### config.mk
export PLATFORM = sky130hd
export DESIGN_NAME = int_to_ascii_radix
export DESIGN_NICKNAME = d
export VERILOG_FILES = /design/src/hw/rtl/itar_pkg.sv /design/src/hw/rtl/itar_ram.sv /design/src/hw/rtl/itar_ctrl.sv /design/src/hw/rtl/itar_dp.sv /design/src/hw/rtl/int_to_ascii_radix.sv
export SDC_FILE = /design/constraint.sdc
export NUM_CORES = 1
export LEC_CHECK = 0
export BUFFER_PORTS_ARGS = -buffer_cell sky130_fd_sc_hd__buf_2
export CORE_AREA = 2 2 139 141
export CTS_CLUSTER_DIAMETER = 30
export CTS_CLUSTER_SIZE = 24
export DETAILED_ROUTE_END_ITERATION = 12
export DIE_AREA = 0 0 141 143
export HOLD_SLACK_MARGIN = 0.05
export MAX_ROUTING_LAYER = met4
export PLACE_DENSITY_LB_ADDON = 0.12
export SLEW_MARGIN = 20
export SYNTH_ARGS = -nofsm -noshare
export SYNTH_HDL_FRONTEND = slang
export SYNTH_SLANG_ARGS = --single-unit
### constraint.sdc
create_clock -name clk -period 35.2 [get_ports clk]
set_input_delay 1.76 -clock clk [delete_from_list [all_inputs] [get_ports clk]]
set_output_delay 1.76 -clock clk [all_outputs]
set_load 0.1 [all_outputs]
### src/hw/rtl/itar_pkg.sv
// ----------------------------------------------------------------------------
// itar_pkg: shared types and constants
// Sizes, codes, controller state, command/status structs, digit encoding.
// ----------------------------------------------------------------------------
package itar_pkg;

	localparam int VALUE_WIDTH = 32;
	localparam int MAX_RADIX   = 32;

	localparam int RADIX_W   = 6;
	localparam int CH_W      = 7;
	localparam int DIGIT_W   = $clog2(MAX_RADIX);
	localparam int CMP_W     = RADIX_W + 1;
	localparam int STEP_BITS = 8;
	localparam int DIV_CYCLES = (VALUE_WIDTH + STEP_BITS - 1) / STEP_BITS;
	localparam int QW        = DIV_CYCLES * STEP_BITS;
	localparam int DC_W      = (DIV_CYCLES > 1) ? $clog2(DIV_CYCLES) : 1;
	localparam int CNT_W     = $clog2(VALUE_WIDTH + 1);
	localparam int AW        = $clog2(VALUE_WIDTH);

	localparam int RADIX_MIN = 2;
	localparam int RADIX_DEC = 10;
	localparam int CH_ZERO   = 48;
	localparam int CH_A      = 65;
	localparam int CH_MINUS  = 45;
	localparam int CH_NONE   = 0;

	typedef enum logic [2:0] {
		ST_IDLE,
		ST_CHECK,
		ST_DIV,
		ST_SIGN,
		ST_EMIT
	} itar_state_t;

	typedef struct packed {
		logic load;
		logic emit_bad;
		logic div_init;
		logic div_step;
		logic store;
		logic wr_zero;
		logic emit_minus;
		logic rd;
	} itar_cmd_t;

	typedef struct packed {
		logic radix_ok;
		logic q_zero;
		logic cnt_full;
		logic cnt_zero;
		logic cnt_one;
		logic div_last;
		logic minus;
		logic rd_pend;
	} itar_sts_t;

	function automatic logic [CH_W-1:0] digit_char(input logic [DIGIT_W-1:0] d);
		logic [CH_W-1:0] c;
		if (d >= DIGIT_W'(RADIX_DEC)) begin
			c = CH_W'(CH_A) + CH_W'(d) - CH_W'(RADIX_DEC);
		end else begin
			c = CH_W'(CH_ZERO) + CH_W'(d);
		end
		return c;
	endfunction

endpackage

### src/hw/rtl/itar_ram.sv
// ----------------------------------------------------------------------------
// itar_ram: generic simple dual-port RAM
// One write port, one read port with registered read data.
// ----------------------------------------------------------------------------
module itar_ram #(
	parameter int WIDTH = 8,
	parameter int DEPTH = 32
) (
	input  logic                     clk,
	input  logic                     wr_en,
	input  logic [$clog2(DEPTH)-1:0] wr_addr,
	input  logic [WIDTH-1:0]         wr_data,
	input  logic                     rd_en,
	input  logic [$clog2(DEPTH)-1:0] rd_addr,
	output logic [WIDTH-1:0]         rd_data
);

	logic [WIDTH-1:0] mem [DEPTH];

	always_ff @(posedge clk) begin
		if (wr_en) begin
			mem[wr_addr] <= wr_data;
		end
		if (rd_en) begin
			rd_data <= mem[rd_addr];
		end
	end

endmodule

### src/hw/rtl/itar_ctrl.sv
// ----------------------------------------------------------------------------
// itar_ctrl: conversion sequencer
// Steps divide/store per digit, then sign and reversed digit readout.
// ----------------------------------------------------------------------------
module itar_ctrl (
	input  logic                clk,
	input  logic                arst_n,
	input  logic                start,
	output logic                busy,
	input  itar_pkg::itar_sts_t sts,
	output itar_pkg::itar_cmd_t cmd
);
	import itar_pkg::*;

	itar_state_t state_q, state_d;
	logic        done;

	assign done = sts.q_zero || sts.cnt_full;
	assign busy = (state_q != ST_IDLE) || sts.rd_pend;

	always_ff @(posedge clk or negedge arst_n) begin
		if (!arst_n) begin
			state_q <= ST_IDLE;
		end else begin
			state_q <= state_d;
		end
	end

	always_comb begin
		state_d = state_q;
		unique case (state_q)
			ST_IDLE: begin
				if (start && !sts.rd_pend && sts.radix_ok) state_d = ST_CHECK;
			end
			ST_CHECK: begin
				state_d = done ? ST_SIGN : ST_DIV;
			end
			ST_DIV: begin
				if (sts.div_last) state_d = ST_CHECK;
			end
			ST_SIGN: begin
				state_d = ST_EMIT;
			end
			ST_EMIT: begin
				if (sts.cnt_one) state_d = ST_IDLE;
			end
			default: state_d = ST_IDLE;
		endcase
	end

	always_comb begin
		cmd = '0;
		unique case (state_q)
			ST_IDLE: begin
				if (start && !sts.rd_pend) begin
					cmd.load     = sts.radix_ok;
					cmd.emit_bad = !sts.radix_ok;
				end
			end
			ST_CHECK: begin
				cmd.div_init = !done;
				cmd.wr_zero  = done && sts.cnt_zero;
			end
			ST_DIV: begin
				cmd.div_step = 1'b1;
				cmd.store    = sts.div_last;
			end
			ST_SIGN: begin
				cmd.emit_minus = sts.minus;
			end
			ST_EMIT: begin
				cmd.rd = 1'b1;
			end
			default: cmd = '0;
		endcase
	end

endmodule

### src/hw/rtl/itar_dp.sv
// ----------------------------------------------------------------------------
// itar_dp: conversion datapath
// Magnitude, 8-bit-per-cycle radix divider, digit store, output register.
// ----------------------------------------------------------------------------
module itar_dp (
	input  logic                                 clk,
	input  logic                                 arst_n,
	input  logic signed [itar_pkg::VALUE_WIDTH-1:0] value,
	input  logic [itar_pkg::RADIX_W-1:0]         radix,
	input  itar_pkg::itar_cmd_t                  cmd,
	output itar_pkg::itar_sts_t                  sts,
	output logic                                 strobe,
	output logic [itar_pkg::CH_W-1:0]            ch,
	output logic                                 last,
	output logic                                 bad_radix
);
	import itar_pkg::*;

	logic [VALUE_WIDTH-1:0] raw, mag;
	logic [QW-1:0]          quot_q, q_v;
	logic [RADIX_W-1:0]     radix_q;
	logic                   minus_q;
	logic [DIGIT_W-1:0]     rem_q, r_v;
	logic [CMP_W-1:0]       t;
	logic [DC_W-1:0]        div_cnt_q;
	logic [CNT_W-1:0]       cnt_q, cnt_m1;
	logic                   rd_s1, last_s1;
	logic                   strobe_q, last_q, bad_q;
	logic [CH_W-1:0]        ch_q;
	logic                   wr_en;
	logic [DIGIT_W-1:0]     wr_data, rd_data;

	assign raw    = value;
	assign mag    = raw[VALUE_WIDTH-1] ? (VALUE_WIDTH'(0) - raw) : raw;
	assign cnt_m1 = cnt_q - CNT_W'(1);

	always_comb begin
		r_v = rem_q;
		q_v = quot_q;
		t   = '0;
		for (int i = 0; i < STEP_BITS; i++) begin
			t   = (CMP_W'(r_v) << 1) | CMP_W'(q_v[QW-1]);
			q_v = q_v << 1;
			if (t >= CMP_W'(radix_q)) begin
				t      = t - CMP_W'(radix_q);
				q_v[0] = 1'b1;
			end
			r_v = t[DIGIT_W-1:0];
		end
	end

	assign sts.radix_ok = (radix >= RADIX_W'(RADIX_MIN)) && (radix <= RADIX_W'(MAX_RADIX));
	assign sts.q_zero   = (quot_q == '0);
	assign sts.cnt_full = (cnt_q == CNT_W'(VALUE_WIDTH));
	assign sts.cnt_zero = (cnt_q == '0);
	assign sts.cnt_one  = (cnt_q == CNT_W'(1));
	assign sts.div_last = (div_cnt_q == DC_W'(DIV_CYCLES - 1));
	assign sts.minus    = minus_q;
	assign sts.rd_pend  = rd_s1;

	always_ff @(posedge clk or negedge arst_n) begin
		if (!arst_n) begin
			quot_q <= '0;
			cnt_q  <= '0;
		end else begin
			if (cmd.load) begin
				quot_q <= QW'(mag);
				cnt_q  <= '0;
			end else begin
				if (cmd.div_step) quot_q <= q_v;
				if (cmd.store || cmd.wr_zero) begin
					cnt_q <= cnt_q + CNT_W'(1);
				end else if (cmd.rd) begin
					cnt_q <= cnt_m1;
				end
			end
		end
	end

	always_ff @(posedge clk) begin
		if (cmd.load) begin
			radix_q <= radix;
			minus_q <= raw[VALUE_WIDTH-1] && (radix == RADIX_W'(RADIX_DEC));
		end
		if (cmd.div_init) begin
			rem_q     <= '0;
			div_cnt_q <= '0;
		end else if (cmd.div_step) begin
			rem_q     <= r_v;
			div_cnt_q <= div_cnt_q + DC_W'(1);
		end
	end

	assign wr_en   = cmd.store || cmd.wr_zero;
	assign wr_data = cmd.wr_zero ? '0 : r_v;

	itar_ram #(
		.WIDTH (DIGIT_W),
		.DEPTH (VALUE_WIDTH)
	) u_store (
		.clk     (clk),
		.wr_en   (wr_en),
		.wr_addr (cnt_q[AW-1:0]),
		.wr_data (wr_data),
		.rd_en   (cmd.rd),
		.rd_addr (cnt_m1[AW-1:0]),
		.rd_data (rd_data)
	);

	always_ff @(posedge clk or negedge arst_n) begin
		if (!arst_n) begin
			rd_s1    <= 1'b0;
			strobe_q <= 1'b0;
		end else begin
			rd_s1    <= cmd.rd;
			strobe_q <= rd_s1 || cmd.emit_minus || cmd.emit_bad;
		end
	end

	always_ff @(posedge clk) begin
		last_s1 <= sts.cnt_one;
		priority if (rd_s1) begin
			ch_q   <= digit_char(rd_data);
			last_q <= last_s1;
			bad_q  <= 1'b0;
		end else if (cmd.emit_minus) begin
			ch_q   <= CH_W'(CH_MINUS);
			last_q <= 1'b0;
			bad_q  <= 1'b0;
		end else begin
			ch_q   <= CH_W'(CH_NONE);
			last_q <= 1'b1;
			bad_q  <= cmd.emit_bad;
		end
	end

	assign strobe    = strobe_q;
	assign ch        = ch_q;
	assign last      = last_q;
	assign bad_radix = bad_q;

endmodule

### src/hw/rtl/int_to_ascii_radix.sv
// ----------------------------------------------------------------------------
// int_to_ascii_radix: signed integer to ASCII digits in radix 2..32
// Emits digits most significant first, '-' only for negative radix 10.
//
//   channel  | handshake             | fields
//   ---------+-----------------------+---------------------------
//   input    | start && !busy        | value[31:0] s, radix[5:0]
//   result   | strobe, one cycle     | ch[6:0], last, bad_radix
//
// n digits: busy from the transfer until the last digit is read from the store.
// Each digit takes a check and a divider pass (8 quotient bits per cycle),
// then each digit is read back from the digit store.
// Bad radix: one result the next cycle, no busy time.
// Reset clears controller state, quotient, digit count and output strobe; the receiver cannot stall.
// ----------------------------------------------------------------------------
module int_to_ascii_radix (
	input  logic                                    clk,
	input  logic                                    arst_n,
	input  logic                                    start,
	output logic                                    busy,
	input  logic signed [itar_pkg::VALUE_WIDTH-1:0] value,
	input  logic [itar_pkg::RADIX_W-1:0]            radix,
	output logic                                    strobe,
	output logic [itar_pkg::CH_W-1:0]               ch,
	output logic                                    last,
	output logic                                    bad_radix
);
	import itar_pkg::*;

	itar_cmd_t cmd;
	itar_sts_t sts;

	itar_ctrl u_ctrl (
		.clk    (clk),
		.arst_n (arst_n),
		.start  (start),
		.busy   (busy),
		.sts    (sts),
		.cmd    (cmd)
	);

	itar_dp u_dp (
		.clk       (clk),
		.arst_n    (arst_n),
		.value     (value),
		.radix     (radix),
		.cmd       (cmd),
		.sts       (sts),
		.strobe    (strobe),
		.ch        (ch),
		.last      (last),
		.bad_radix (bad_radix)
	);

endmodule

Word level (Yosys, flattened, before mapping)
Memory sizes are Yosys's and may differ from the RTL's. A register that Yosys moved wholly into a read port is not among the register bits.
Cells that the tools add are included.
Widths: inputs -> output; s select.
{ "op_classes": {"add_sub_neg": 15, "n_lt_le_gt_ge": 11, "eq_ne": 11, "n_mux": 42, "bitwise_logic": 8, "n_reduce_logical": 21} }
{ "op_table": {"columns": ["operator", "count"], "rows": [
  ["$mux 32", 3],
  ["$ge 6x6->1", 8],
  ["$or 6x1->6", 8],
  ["$mux 5", 9],
  ["$sub 5x5->5", 8],
  ["$logic_not 32->1", 1],
  ["$sub 1x32->32 const A", 1],
  ["$mux 6", 4],
  ["$mux 1", 17],
  ["$pmux 3 s5", 1],
  ["$mux 7", 2],
  ["$mux 3", 3],
  ["$add 6x5->7 const A", 1],
  ["$add 7x5->7 const A", 1],
  ["$sub 7x4->7 const B", 1],
  ["$add 6x1->6 const B", 1],
  ["$eq 3x2->1 const B", 2],
  ["$eq 6x1->1 const B", 1],
  ["$eq 6x4->1 const B", 1],
  ["$eq 6x6->1 const B", 1],
  ["$ge 6x2->1 const B", 1],
  ["$le 6x6->1 const B", 1],
  ["$logic_not 6->1", 1],
  ["$mux 2", 3],
  ["15 further kinds", 28]
]} }
{ "totals": {"regBits": 67, "ramBits": 160, "wordCells": 122, "memories": 1} }
{ "memory_table": {"columns": ["name", "words", "word_bits", "rd", "rd_clocked_by_memory_dff", "wr", "line_no", "rtl"], "rows": [
  ["u_dp.u_store.mem", 32, 5, 1, 1, 1, "itar_ram.sv:18", "logic [WIDTH-1:0] mem [DEPTH];"]
]} }

Logic depth before layout (Yosys ltp)
Gate-level depths: netlist of the first run.
{ "logic_depth": {"ltp_word": 26, "depth_mapped": 56} }

Cells and area by module
From an unflattened synthesis of the first run, not the netlist that was laid out.
{ "unflattened": {"hier_cells": 1000, "hier_area_um2": 12383.1} }
{ "by_module_without_submodules": {"columns": ["module", "instances", "cells_per_inst", "area_per_inst_um2", "seq_area_each_um2"], "rows": [
  ["itar_ram", 1, 277, 6394.9, 4954.8],
  ["itar_dp", 1, 693, 5728.0, 1551.5],
  ["itar_ctrl", 1, 30, 260.2, 75.1]
]} }

Least setup slack after synthesis of the first run
No wires, ideal clock.
{ "synth_path": {"path_kind": "register -> register", "from": "register u_dp.radix_q[1]", "to": "memory u_dp.u_store.mem[0][2] (netlist bit) (data pin)", "t_arrival_ns": 12.872, "setup_slack_ns": 21.883, "path_stages_with_launch": 53, "period_less_slack_ns": 13.317, "cell_sequence": "edfxtp_1 > inv_1 > fa_1 > a211oi_1 > or2_2 > nand2_1 > a21oi_1 > mux2_2 > ha_1 > and3_1 > a31oi_1 > a31o_2 > mux2i_1 > inv_1 > fa_1 > nor2b_1 > o31a_1 > o41ai_4 > [17 not listed] > ha_1 > and3_1 > a31o_1 > o31ai_1 > mux2i_1 > ha_1 > nor2b_1 > o21ai_0 > nand2b_1 > o221ai_2 > inv_1 > mux2_2 > ha_1 > a41oi_1 > a21oi_1 > clkbuf_1 > nor2_1 > nor3_1"} }
{ "synth_via": {"elab_chain_cells": 24, "word_cells_on_any_way": 32, "classes_between": "8 x add/sub; 8 x order compare; 9 x mux; 7 x bitwise"} }
{ "synth_lines": {"columns": ["item", "line_no", "rtl"], "rows": [
  ["from (decl)", "itar_dp.sv:21", "logic [RADIX_W-1:0] radix_q;"],
  ["from (signal assigned)", "itar_dp.sv:82", "radix_q <= radix;"],
  ["$sub 5x5->5 / $ge 6x6->1 (equally long branches)", "itar_dp.sv:45, itar_dp.sv:44", null],
  ["$mux 5", "itar_dp.sv:44", "if (t >= CMP_W'(radix_q)) begin"],
  ["$or 6x1->6", "itar_dp.sv:42", "t = (CMP_W'(r_v) << 1) | CMP_W'(q_v[QW-1]);"],
  ["$sub 5x5->5 / $ge 6x6->1 (equally long branches)", "itar_dp.sv:45, itar_dp.sv:44", null],
  ["$mux 5", "itar_dp.sv:44", null],
  ["$or 6x1->6", "itar_dp.sv:42", null],
  ["$sub 5x5->5 / $ge 6x6->1 (equally long branches)", "itar_dp.sv:45, itar_dp.sv:44", null],
  ["$mux 5", "itar_dp.sv:44", null],
  ["[9 not listed]", null, null],
  ["$or 6x1->6", "itar_dp.sv:42", null],
  ["$ge 6x6->1 / $sub 5x5->5 (equally long branches)", "itar_dp.sv:44, itar_dp.sv:45", null],
  ["$mux 5", "itar_dp.sv:44", null],
  ["$or 6x1->6", "itar_dp.sv:42", null],
  ["$sub 5x5->5 / $ge 6x6->1 (equally long branches)", "itar_dp.sv:45, itar_dp.sv:44", null],
  ["$mux 5 (*)", "itar_dp.sv:44", null],
  ["$mux 5 (*)", "itar_dp.sv:95", "assign wr_data = cmd.wr_zero ? '0 : r_v;"],
  ["via u_dp.u_store.wr_data[2]", "itar_ram.sv:12", "input logic [WIDTH-1:0] wr_data,"],
  ["to (decl)", "itar_ram.sv:18", null]
]} }
The timed path passes the listed nets; every way through them passes the cells marked *.

Worst setup path after layout of the first run
{ "layout_path": {"from": "register u_dp.radix_q[1]", "to": "memory u_dp.u_store.mem[9][0] (netlist bit) (data pin)"} }
{ "layout_via": {"elab_chain_cells": 24, "word_cells_on_any_way": 31, "classes_between": "7 x add/sub; 8 x order compare; 9 x mux; 7 x bitwise"} }
{ "layout_lines": {"columns": ["item", "line_no"], "rows": [
  ["$sub 5x5->5 / $ge 6x6->1 (equally long branches)", "itar_dp.sv:45, itar_dp.sv:44"],
  ["$mux 5", "itar_dp.sv:44"],
  ["$or 6x1->6", "itar_dp.sv:42"],
  ["$sub 5x5->5 / $ge 6x6->1 (equally long branches)", "itar_dp.sv:45, itar_dp.sv:44"],
  ["$mux 5", "itar_dp.sv:44"],
  ["$or 6x1->6", "itar_dp.sv:42"],
  ["$sub 5x5->5 / $ge 6x6->1 (equally long branches)", "itar_dp.sv:45, itar_dp.sv:44"],
  ["$mux 5", "itar_dp.sv:44"],
  ["[9 not listed]", null],
  ["$or 6x1->6", "itar_dp.sv:42"],
  ["$sub 5x5->5 / $ge 6x6->1 (equally long branches)", "itar_dp.sv:45, itar_dp.sv:44"],
  ["$mux 5", "itar_dp.sv:44"],
  ["$or 6x1->6", "itar_dp.sv:42"],
  ["$ge 6x6->1 (*)", "itar_dp.sv:44"],
  ["$mux 5 (*)", "itar_dp.sv:44"],
  ["$mux 5 (*)", "itar_dp.sv:95"],
  ["via u_dp.u_store.wr_data[0]", "itar_ram.sv:12"]
]} }
Marks and branches as above.

==> flow_summary.toml, run 1 <==
[run_status]
status = "finished clean"

[sta]
skew_ns = 0.01996
fin_crit_sh = 0.4217
setup_violations = 0
tightest_slew_ns = 1.002
max_freq_mhz = 67.38
min_period_ns = 14.84
slew_headroom = 0.3274
rsz0062_at_grt = "false"
setup_tns_ns = 0
drv_slew = 0
hold_viol = 0

[floorplanning]
row_count = 50
ios = 52
die_h_um = 143
initial_core_util = 0.6602
design.core.area_um2 = 18580
die_x_um = 141
dieArea_um2 = 20160

[placed_design]
port_buffers = 51
place_congestion = 0.8947
place_hpwl_mm = 18.67

[routing]
drc = 0
wl_mm = 29.74
ant_nets = 0
drt_iter0_drc = 1057
drt_first_pass_iters = 5
via_count = 8401
wire_per_inst_um = 23.30
viasPerCell = 6.584

[critical_path]
cpMostUsedCell = "ha_1"
worst_ep_required_time_ns = 35.41
worstPathMaxFanout = 32
slowest_delay_ns = 0.75
worstPathArrival_ns = 15.06
crit_path_start_kind = "flop"
path_class = "flop to flop"
slowest_stage = "a21oi_1"
cp-end-kind = "flop"

[finish]
drive_gt1_frac = 0.2092
area_growth_pct = 15.13
diodes = 0
final_common_cell = "edfxtp_1"
final_cell_mix = "172 x edfxtp_1, 73 x nor2_1, 57 x ha_1"
nets = 1120
final.fill_count = 1140

[global_route]
grt_util_all_layers = 0.3172
first_global_vias = 8103
grt_remaining_overflow = 0
antenna_found_initial = 0
grt_max_degree = 49
grt_pass1_wl_mm = 46.69

[yosys]
synth_flop_cell = "edfxtp_1"
synth_area_um2 = 12270
synth-seq-cells = 232
syn_nets = 1056
synth_edf_count = 172
synthCells = 950
ys.warnings.count = 0
synth.distinct_cells = 69
postSynthAreaPerCell_um2 = 12.91
synthArstFlopShare = 0.1853
synth_seq_area_share = 0.5365

[clock_network]
cts_buffers = 39
cts_tree = "done"
cts-root-buf = "clkbuf_16"
cts_resized = 0
ctsHoldBuffers = 0
insertion_delay_ns = 0.52
clk_pin_slew_worst_paths_ns = 0.05
cts_setup_buffers = 0
cts_buffer_depth = 3
clkSinkCount = 232
htree_levels = 2

[flow_run]
max_cap_viol_count = 0

[worst_hold_path]
hold_class = "flop to flop"
worst max-delay path: cells and delay by family, from the launching register on:
kind,cells,cell delay [ns]
simple gates,9,1.81
flops,1,0.63
buf+inv,3,0.61
fa+ha+maj,8,2.91
compound gates,19,6.12
mux,6,2.45
metal layers:
layer | global-route usage | up-vias | share of wire
li1 | - | 3777 | -
met4 | 0.08947 | 0 | 0.021
met1 | 0.4696 | 4085 | 0.43
met3 | 0.04997 | 66 | 0.097
met2 | 0.4650 | 473 | 0.46
met5 | - | - | 0
cell usage after synthesis, types with 3 or more instances:
cell type,number,area (um^2)
and2_1,6,37.54
nand3b_1,3,22.52
dfxtp_1,17,340.3
a22oi_1,24,180.2
o221ai_1,7,61.31
mux4_2,47,1059
xor2_1,34,297.8
dfrtp_1,43,1076
o21ai_0,46,230.2
a21o_1,11,82.58
nand4_1,7,43.79
nor2b_1,10,62.56
buf_2,11,55.05
o31a_1,3,26.28
or4_1,4,30.03
a31oi_1,7,43.79
nor4_1,14,87.58
ha_1,57,713.2
or2_2,9,56.30
inv_1,49,183.9
nor3b_1,5,37.54
or3_1,7,43.79
nand2b_1,14,87.58
o211ai_1,9,67.56
xnor2_1,16,140.1
fa_1,8,160.2
o21a_1,4,30.03
mux2_2,22,247.7
o41ai_1,6,52.55
o31ai_1,9,67.56
clkbuf_1,26,97.59
and3_1,4,25.02
a211oi_1,5,37.54
nand2_1,51,191.4
a41o_1,3,30.03
nor3_1,10,50.05
nor2_1,78,292.8
a21oi_1,34,170.2
nand3_1,11,55.05
edfxtp_1,172,5165
mux4_1,3,78.83
mux2i_1,12,120.1
state kept, by name (all words and copies together), names as in the netlist:
signal                flops
u_dp.radix_q              6
u_dp.ch                   7
u_dp.u_store.mem        160
u_dp.div_cnt_q            2
u_dp.u_store.rd_data      5
u_dp.last_s1              1
u_dp.minus_q              1
u_ctrl.state_q            3
u_dp.quot_q              32
u_dp.rem_q                5
u_dp.cnt_q                6
u_dp.bad_radix            1
u_dp.rd_s1                1
u_dp.last                 1
u_dp.strobe               1
final timing paths:
path,slack [ns],cells past startpoint,from,end
setup / recovery,20.36,45,u_dp.radix_q[1],u_dp.u_store.mem[9][0]
hold / removal,0.45,2,u_dp.last_s1,u_dp.last
hold reg to reg,0.45,2,u_dp.last_s1,u_dp.last
setup reg to reg,20.36,45,u_dp.radix_q[1],u_dp.u_store.mem[9][0]
max in group asynchronous,33.43,2,arst_n,u_dp.cnt_q[0]
min in group asynchronous,1.33,2,arst_n,u_dp.quot_q[12]
cells by family (layout without fill, tap and decap cells):
| group | after synthesis | in the layout | synth area share |
|---|---|---|---|
| simple gates | 240 | 240 | 0.09710 |
| flops | 232 | 232 | 0.5365 |
| compound gates | 192 | 192 | 0.1084 |
| buf+inv | 87 | 179 | 0.02836 |
| mux | 84 | 84 | 0.1227 |
| fa+ha+maj | 65 | 65 | 0.07119 |
| xor+xnor | 50 | 50 | 0.03570 |
layout make-up:
| type | count | area (um^2) | area share |
|---|---|---|---|
| inverters | 49 | 183.9 | 0.01302 |
| clock inverters | 25 | 319.1 | 0.02259 |
| clock buffers | 44 | 1037 | 0.07345 |
| repair buffers | 61 | 330.3 | 0.02339 |
| well taps | 234 | 292.8 | 0.02073 |
| multi-input cells | 631 | 5376 | 0.3807 |
| flip-flops and latches | 232 | 6583 | 0.4661 |
metrics by stage:
step           instances  cell area (um^2)  setup WS, ns    util  hold slack [ns]
3_3_place_gp        1207             12750         20.80  0.6863           0.4223
4_1_cts             1276             14110         20.09  0.7593           0.4450
5_1_grt             1276             14120         19.26  0.7601           0.4808
3_5_place_dp        1207             12750         20.22  0.6863           0.4227
2_1_floorplan        950             12270         21.88       -           0.4153
6_report            1276             14120         20.36  0.7601           0.4492
Power of run 1 is left out: the tool's default activity adds up to more than one toggle a clock period on the data nets, which glitch-free logic cannot reach.
==> run 2: changes to the inputs <==
--- a/config.mk
+++ b/config.mk
@@ -6,11 +6,11 @@
 export NUM_CORES = 1
 export LEC_CHECK = 0
 export BUFFER_PORTS_ARGS = -buffer_cell sky130_fd_sc_hd__buf_2
-export CORE_AREA = 2 2 139 141
+export CORE_AREA = 2 2 152 154
 export CTS_CLUSTER_DIAMETER = 30
 export CTS_CLUSTER_SIZE = 24
 export DETAILED_ROUTE_END_ITERATION = 12
-export DIE_AREA = 0 0 141 143
+export DIE_AREA = 0 0 154 156
 export HOLD_SLACK_MARGIN = 0.05
 export MAX_ROUTING_LAYER = met4
 export PLACE_DENSITY_LB_ADDON = 0.12
==> constraint.sdc (replaced) <==
create_clock -name clk -period 13.4 [get_ports clk]
set_input_delay 0.67 -clock clk [delete_from_list [all_inputs] [get_ports clk]]
set_output_delay 0.67 -clock clk [all_outputs]
set_load 0.1 [all_outputs]
==> flow_summary.toml, run 2 (synthesis gave the netlist of run 1 again) <==
[placed_design]
place_hpwl_mm = 19.35
port_buffers = 51
place_congestion = 0.9382
dpl.cell_count = 1276

[floorplanning]
ios = 52
design.core.area_um2 = 22370
dieArea_um2 = 24020
die_x_um = 154
row_count = 55
initial_core_util = 0.5485
die_h_um = 156

[critical_path]
startpoint = "u_dp.quot_q[31]"
worstPathMaxFanout = 16
reg2reg_depth = 51
worstPathArrival_ns = 12.89
path_class = "flop to flop"
ff2ff_setup_slack_ns = 0.78
r2r-start = "u_dp.quot_q[31]"
r2r_end = "u_dp.u_store.mem[25][3]"
worst_ep_required_time_ns = 13.67
crit_path_start_kind = "flop"
cp-end-kind = "flop"
slowest_stage = "fa_1"
slowest_delay_ns = 0.44
cpMostUsedCell = "ha_1"

[clock_network]
htree_levels = 2
clkSinkCount = 232
clk_pin_slew_worst_paths_ns = 0.05
insertion_delay_ns = 0.53
cts_buffer_depth = 3
cts_tree = "done"
cts_buffers = 42
cts-root-buf = "clkbuf_16"

[sta]
max_freq_mhz = 79.22
drv_slew = 0
setup_violations = 0
tightest_slew_ns = 0.9014
fin_crit_sh = 0.9420
min_period_ns = 12.62
skew_ns = 0.02164
hold_viol = 0
slew_headroom = 0.3991

[routing]
ant_nets = 0
drt_iter0_drc = 620
wire_per_inst_um = 21.29
via_count = 8289
drc = 0
viasPerCell = 6.108
drt_first_pass_iters = 5
wl_mm = 28.90

[global_route]
grt_util_all_layers = 0.2504
grt_remaining_overflow = 0
first_global_vias = 8238
antenna_found_initial = 0
grt_max_degree = 49
grt_pass1_wl_mm = 44.87

[finish]
area_growth_pct = 19.20
drive_gt1_frac = 0.2407
diodes = 0
final_cell_mix = "172 x edfxtp_1, 73 x nor2_1, 57 x ha_1"
top_register = "u_dp.u_store.mem"
nets = 1144
stdcell_count = 1357
final_common_cell = "edfxtp_1"
largest_reg_flops = 160

[run_status]
status = "finished clean"

[worst_hold_path]
hold_class = "primary input to async pin"

[flow_run]
max_cap_viol_count = 0
==> run 2: worst max path at each step <==
stage | cells past startpoint | slack [ns] | to
global route | 52 | -0.006 | u_dp.u_store.mem[25][3]
finish | 51 | 0.78 | u_dp.u_store.mem[25][3]
floorplan | 52 | 0.08 | u_dp.u_store.mem[0][2]
global placement | 49 | 0.46 | u_dp.u_store.mem[22][1]
CTS | 51 | 0.02 | u_dp.u_store.mem[16][1]
detailed placement | 51 | 0.07 | u_dp.u_store.mem[23][1]
==> run 2: repair_timing <==
| action | in CTS | in global routing |
|---|---|---|
| resized for setup | 0 | 22 |
| hold endpoints to repair | 0 | 0 |
| endpoints found under the setup margin | 0 | 165 |
| buffers inserted | 0 | 1 |
| hold buffers | 0 | 0 |
==> run 2: layout make-up <==
class / count / area [um^2]
Inverter: 49 / 183.9
Multi-Input combinational cell: 633 / 5484
Clock buffer: 48 / 1094
Timing Repair Buffer: 80 / 495.5
Clock inverter: 30 / 425.4
Tap cell: 285 / 356.6
Sequential cell: 232 / 6583
Fill cell: 1627 / 7744
==> run 2: layer usage <==
metal	vias to the layer above	part of all wire	global-route usage
li1	3846	-	-
met1	4112	0.47	0.3596
met2	268	0.45	0.3716
met3	63	0.058	0.04028
met4	0	0.023	0.07655
met5	-	0	-
==> run 2: worst max-delay path, delay by kind of cell, from the launching register on <==
family / cells / cell delay, ns
DFF: 1 / 0.38
and+or+nand+nor: 12 / 2.14
muxes: 6 / 1.95
adders and majority gates: 9 / 2.90
buffers and inverters: 5 / 0.73
AOI/OAI and AO/OA: 19 / 4.25
==> run 2: metrics by stage <==
| stage | utilization | hold slack (ns) | TNS (ns) | setup WS, ns | area, um^2 |
|---|---|---|---|---|---|
| 2_1_floorplan | - | 0.3744 | 0 | 0.08319 | 12270 |
| 3_3_place_gp | 0.5790 | 0.4353 | 0 | 0.4599 | 12950 |
| 3_5_place_dp | 0.5790 | 0.4369 | 0 | 0.07029 | 12950 |
| 4_1_cts | 0.6469 | 0.3422 | 0 | 0.02077 | 14470 |
| 5_1_grt | 0.6538 | 0.1882 | -0.01551 | -0.005645 | 14620 |
| 6_report | 0.6538 | 0.1549 | 0 | 0.7773 | 14620 |
Power of run 2 is left out for the same reason.
